[config.mk]
export PLATFORM = sky130hd
export DESIGN_NAME = tte_ctrl
export DESIGN_NICKNAME = d
export VERILOG_FILES = /design/src/rtl/tte_pkg.sv /design/src/rtl/tte_ctrl.sv
export SDC_FILE = /design/constraint.sdc
export NUM_CORES = 1
export LEC_CHECK = 0
export BUFFER_PORTS_ARGS = -buffer_cell sky130_fd_sc_hd__buf_2
export CAP_MARGIN = 40
export CORE_AREA = 2 2 39 41
export CTS_BUF_LIST = sky130_fd_sc_hd__clkbuf_8
export DETAILED_ROUTE_END_ITERATION = 10
export DIE_AREA = 0 0 41 43
export PLACE_DENSITY = 0.55
export SLEW_MARGIN = 15
export SYNTH_ARGS = -nofsm -noshare
export SYNTH_HDL_FRONTEND = slang
export SYNTH_SLANG_ARGS = --single-unit
export TNS_END_PERCENT = 5
[constraint.sdc]
create_clock -name clk_i -period 1.59 [get_ports clk_i]
set_input_delay 0.0795 -clock clk_i [delete_from_list [all_inputs] [get_ports clk_i]]
set_output_delay 0.0795 -clock clk_i [all_outputs]
set_load 0.05 [all_outputs]
[src/rtl/tte_pkg.sv]
package tte_pkg;

  localparam logic [1:0] OP_PROBE = 2'd0;
  localparam logic [1:0] OP_STORE = 2'd1;
  localparam logic [1:0] OP_CLEAR = 2'd2;

  localparam logic [1:0] BOUND_EXACT = 2'd0;

  localparam logic REG_MATE_SCORE  = 1'b0;
  localparam logic REG_MATE_WINDOW = 1'b1;

  localparam logic [15:0] MATE_SCORE_RESET  = 16'd50000;
  localparam logic [7:0]  MATE_WINDOW_RESET = 8'd64;

  localparam logic signed [18:0] SCORE_MIN = -19'sd65536;
  localparam logic signed [18:0] SCORE_MAX = 19'sd65535;

  typedef struct packed {
    logic               valid;
    logic [63:0]        key;
    logic [1:0]         bound;
    logic signed [7:0]  depth;
    logic signed [16:0] score;
    logic [31:0]        move;
  } entry_t;

  typedef struct packed {
    logic capture;
    logic commit;
    logic sweep;
  } cmd_t;

  typedef struct packed {
    logic idx_ready;
    logic sweep_last;
    logic is_clear;
  } status_t;

  // Moves a mate-band score between ply-relative and absolute form, with saturation.
  function automatic logic signed [16:0] mate_adjust(input logic signed [16:0] s,
                                                     input logic [7:0] ply,
                                                     input logic signed [17:0] hi,
                                                     input logic to_abs);
    logic signed [18:0] s_w;
    logic signed [18:0] hi_w;
    logic signed [18:0] ply_w;
    logic signed [18:0] sum;
    logic up;
    logic dn;
    s_w   = {{2{s[16]}}, s};
    hi_w  = {hi[17], hi};
    ply_w = {11'b0, ply};
    up    = (s_w >= hi_w);
    dn    = !up && (s_w <= -hi_w);
    if ((up && to_abs) || (dn && !to_abs)) begin
      sum = s_w + ply_w;
    end else if (up || dn) begin
      sum = s_w - ply_w;
    end else begin
      sum = s_w;
    end
    if (sum < SCORE_MIN) begin
      return SCORE_MIN[16:0];
    end else if (sum > SCORE_MAX) begin
      return SCORE_MAX[16:0];
    end
    return sum[16:0];
  endfunction

endpackage

[src/rtl/tte_ctrl.sv]
module tte_ctrl
  import tte_pkg::*;
(
  input  logic    clk_i,
  input  logic    rst_ni,
  input  logic    in_valid_i,
  output logic    in_ready_o,
  output logic    out_valid_o,
  input  logic    out_ready_i,
  input  status_t status_i,
  output cmd_t    cmd_o
);

  typedef enum logic [3:0] {
    S_SWEEP = 4'b0001,
    S_IDLE  = 4'b0010,
    S_READ  = 4'b0100,
    S_EXEC  = 4'b1000
  } state_e;

  state_e state_q, state_d;
  logic   out_valid_q, out_valid_d;
  logic   finish;
  logic   accept;

  assign finish      = (state_q == S_EXEC) && (!out_valid_q || out_ready_i);
  assign in_ready_o  = (state_q == S_IDLE) || (finish && !status_i.is_clear);
  assign accept      = in_valid_i && in_ready_o;
  assign out_valid_o = out_valid_q;

  assign cmd_o.capture = accept;
  assign cmd_o.commit  = finish;
  assign cmd_o.sweep   = (state_q == S_SWEEP);

  assign out_valid_d = finish || (out_valid_q && !out_ready_i);

  always_comb begin
    state_d = state_q;
    unique case (state_q)
      S_SWEEP: begin
        if (status_i.sweep_last) begin
          state_d = S_IDLE;
        end
      end
      S_IDLE: begin
        if (accept) begin
          state_d = S_READ;
        end
      end
      S_READ: begin
        if (status_i.idx_ready) begin
          state_d = S_EXEC;
        end
      end
      S_EXEC: begin
        if (finish) begin
          if (status_i.is_clear) begin
            state_d = S_SWEEP;
          end else if (accept) begin
            state_d = S_READ;
          end else begin
            state_d = S_IDLE;
          end
        end
      end
      default: state_d = S_SWEEP;
    endcase
  end

  always_ff @(posedge clk_i or negedge rst_ni) begin
    if (!rst_ni) begin
      state_q     <= S_SWEEP;
      out_valid_q <= 1'b0;
    end else begin
      state_q     <= state_d;
      out_valid_q <= out_valid_d;
    end
  end

endmodule

==> impl_metrics.env <==
export IMPL_slew_violations=0
export IMPL_routed_wl_um=720
export IMPL_dpl_worst_slack_ps=47.46
export IMPL_dr_total_vias=330
export IMPL_portBuffers=11
export IMPL_track_usage_pct=10.33
export IMPL_htree_levels=1
export IMPL_yosysSeqAreaShare_pct=35.94
export IMPL_finalWorstSetupSlack_ps=-108.4
export IMPL_status="finished with violations"
export IMPL_antenna_left=0
export IMPL_setup_tns_final_ps=-186.7
export IMPL_p_per_area_mw_per_mm2=1541
export IMPL_seq_power_share_pct=22.3
export IMPL_top_layer_used="met4"
export IMPL_hpwl_um=575.4
export IMPL_yosysTopAreaCellShare_pct=28.47
export IMPL_numCtsBuffers=3
export IMPL_die_area_mm2=0.001763
export IMPL_drv_cap=0
export IMPL_fp_dieH_um=43
export IMPL_dr_pass1_iters=4
export IMPL_num_fill_cells=140
export IMPL_regArea_um2=126.4
export IMPL_cp_slowest_stage_delay_ps=560
export IMPL_ios=12
export IMPL_critPathRequiredTime_ps=1510
export IMPL_grt_pass1_wl_mm=1.186
export IMPL_synth_edff_count=0
export IMPL_yosysUniqueCellTypes=23
export IMPL_syn2layout_area_growth_pct=52.67
export IMPL_post_cts_buffers=0
export IMPL_cts_sinks=5
export IMPL_slew_headroom_pct=73.26
export IMPL_multi_input_area_um2=216.5
export IMPL_violations="setup timing"
export IMPL_first_global_vias=305
export IMPL_yosys_top_cells_area="dfrtp_1, dfstp_2, nor3b_1"
export IMPL_grt_overflow=0
export IMPL_async_flop_share_pct=100.0
export IMPL_setup_violations=2
export IMPL_worstPathArrival_ps=1620
export IMPL_synth_seq_cells=5
export IMPL_cpMaxStageDelayCell="or4b_4"
export IMPL_ir_worst_vdd_mv=0.8056
export IMPL_worstPathMaxFanout=4
export IMPL_dpl_cell_count=65
export IMPL_drtIter0Drc=4
export IMPL_hold_class="in -> reg"
export IMPL_place_gp_congestion=0.6516
export IMPL_clk_path_buf_depth=2
export IMPL_cpLargestDelayFamily="simple AND/OR/NAND/NOR gates"
export IMPL_insertion_delay_ps=220
export IMPL_rsz0062_at_grt="yes"
export IMPL_yosysTopAreaCell="dfrtp_1"
export IMPL_hold_ws_ps=126.1
export IMPL_period_needed_ps=1698
export IMPL_synth_flop_cell="dfrtp_1"
export IMPL_root_buffer="clkbuf_8"
export IMPL_met3_length_um=27
export IMPL_num_rows=14
export IMPL_post_drt_via_cell_ratio=4.714
export IMPL_drc=0
export IMPL_initial_core_util_pct=25.41
export IMPL_diodes=0
export IMPL_cts_tree="done"
export IMPL_met1_length_um=348
export IMPL_syn_area_per_cell_um2=10.34
export IMPL_wl_met2_um=329
export IMPL_worst_pin_slew_ps=395.8
export IMPL_utilization_pct=38.79
export IMPL_drive_gt1_share_pct=46.30
export IMPL_fin_skew_ps=0.06836
export IMPL_fp_dieW_um=41
export IMPL_path_cells="or4b_4 > nor3_4 > o21a_1 > buf_6"
export IMPL_synth_warnings=0
export IMPL_clkPwrFrac_pct=27.0
export IMPL_endpoint_kind="primary output"
export IMPL_p_switching_uw=313.8
export IMPL_netlist_area_um2=351.6
export IMPL_final_nets=62
export IMPL_pwr_share_comb_pct=50.7
export IMPL_swShare_pct=37.93
export IMPL_cts_clk_slew_worst_paths_ps=30
export IMPL_worstSetupStartpointType="flip-flop"
export IMPL_syn_num_nets=41
export IMPL_worst_path_buf_inv=1
export IMPL_crit_type="reg -> out"
export IMPL_cellLeakagePower_nw=0.2628
export IMPL_grt_max_degree=9
export IMPL_timing_final_crit_share_pct=106.8
export IMPL_stdcell_count=70
export IMPL_core_area_mm2=0.001384
export IMPL_wire_per_inst_um=10.29
export IMPL_fmaxAchievable_ghz=0.5888
export IMPL_hold_viol=0
export IMPL_p_int_uw=513.5
export IMPL_grt_antenna_before_repair=0
export IMPL_syn_instance_count=34
-- what timing repair did --
| action | in CTS | in global routing |
|---|---|---|
| resized for setup | 5 | 1 |
| hold buffers | 1 | 0 |
| endpoints found under the setup margin | 3 | 3 |
| endpoints found under the hold margin | 5 | 0 |
| pin swaps | 1 | 0 |
-- power groups by stage --
stage                     Clock, mW  Combinational [mW]  Sequential, mW
final                         0.223               0.420           0.184
after global routing          0.240               0.458           0.191
after CTS                     0.231               0.425           0.183
after detailed placement          0               0.403           0.185
after global placement            0               0.406           0.185
after floorplan                   0               0.249           0.218
-- Yosys cell counts (all sizes together) (2+ instances only) --
| cell type | count |
|---|---|
| dfrtp | 4 |
| nor2 | 3 |
| nor3b | 3 |
| o21ai | 3 |
| buf | 2 |
| nor3 | 2 |
| nor4b | 2 |
-- stage by stage --
stage               instance area, um2  total power, mW
detailed placement               462.9           0.5884
CTS                              533.0           0.8390
floorplan                        357.8           0.4672
global route                     536.8           0.8876
global placement                 462.9           0.5907
finish                           536.8           0.8273
-- registers in the layout (all words and copies together) (netlist names) --
register / flops
state_q: 4
out_valid_o: 1
-- layout by cell type, fill, tap and decap left out, types with 3 or more instances in the layout --
master and instances:
buf_2 8, buf_4 6, buf_6 3, clkbuf_8 3, dfrtp_1 4, nor2_1 3, nor3b_1 3, o21ai_0 3
-- cell families (layout without fill, tap and decap cells) --
| logic type | after synthesis | in the layout | synth area share (%) |
|---|---|---|---|
| compound gates | 10 | 10 | 22.07 |
| buf+inv | 2 | 22 | 4.269 |
| flops | 5 | 5 | 35.95 |
| simple gates | 17 | 17 | 37.73 |
-- worst reg2reg max path: stages (launching register included) --
cell     delay, ps
dfstp_2        520
buf_4          130
nor4b_1         50
buf_4          130
a22o_1         220
a21o_1         160
-- cell type report --
class,instances,share of cell area [%]
multi-input cells,27,40.33
repair buffers,18,24.01
flip-flops and latches,5,23.54
clock buffers,3,7.692
well taps,16,3.730
clock inverters,1,0.6993
-- per-layer routing --
metal / vias up / global-route usage, %
met1: 151 / 11.92
met2: 9 / 15.00
li1: 168 / -
met4: 0 / 8.000
met3: 2 / 3.141
met5: - / 0
-- path summary, 6_finish.rpt --
| path | from | to | slack [ps] | depth (start not counted) |
|---|---|---|---|---|
| setup / recovery | state_q[1] | cmd_o[2] | -110 | 4 |
| setup reg to reg | state_q[0] | state_q[2] | 250 | 5 |
| min in group asynchronous | rst_ni | state_q[3] | 200 | 2 |
| hold reg to reg | state_q[1] | state_q[3] | 600 | 2 |
| max in group asynchronous | rst_ni | state_q[0] | 1180 | 2 |
| hold / removal | in_valid_i | state_q[1] | 130 | 2 |
Note: power is estimated with default switching activity, not from simulation.
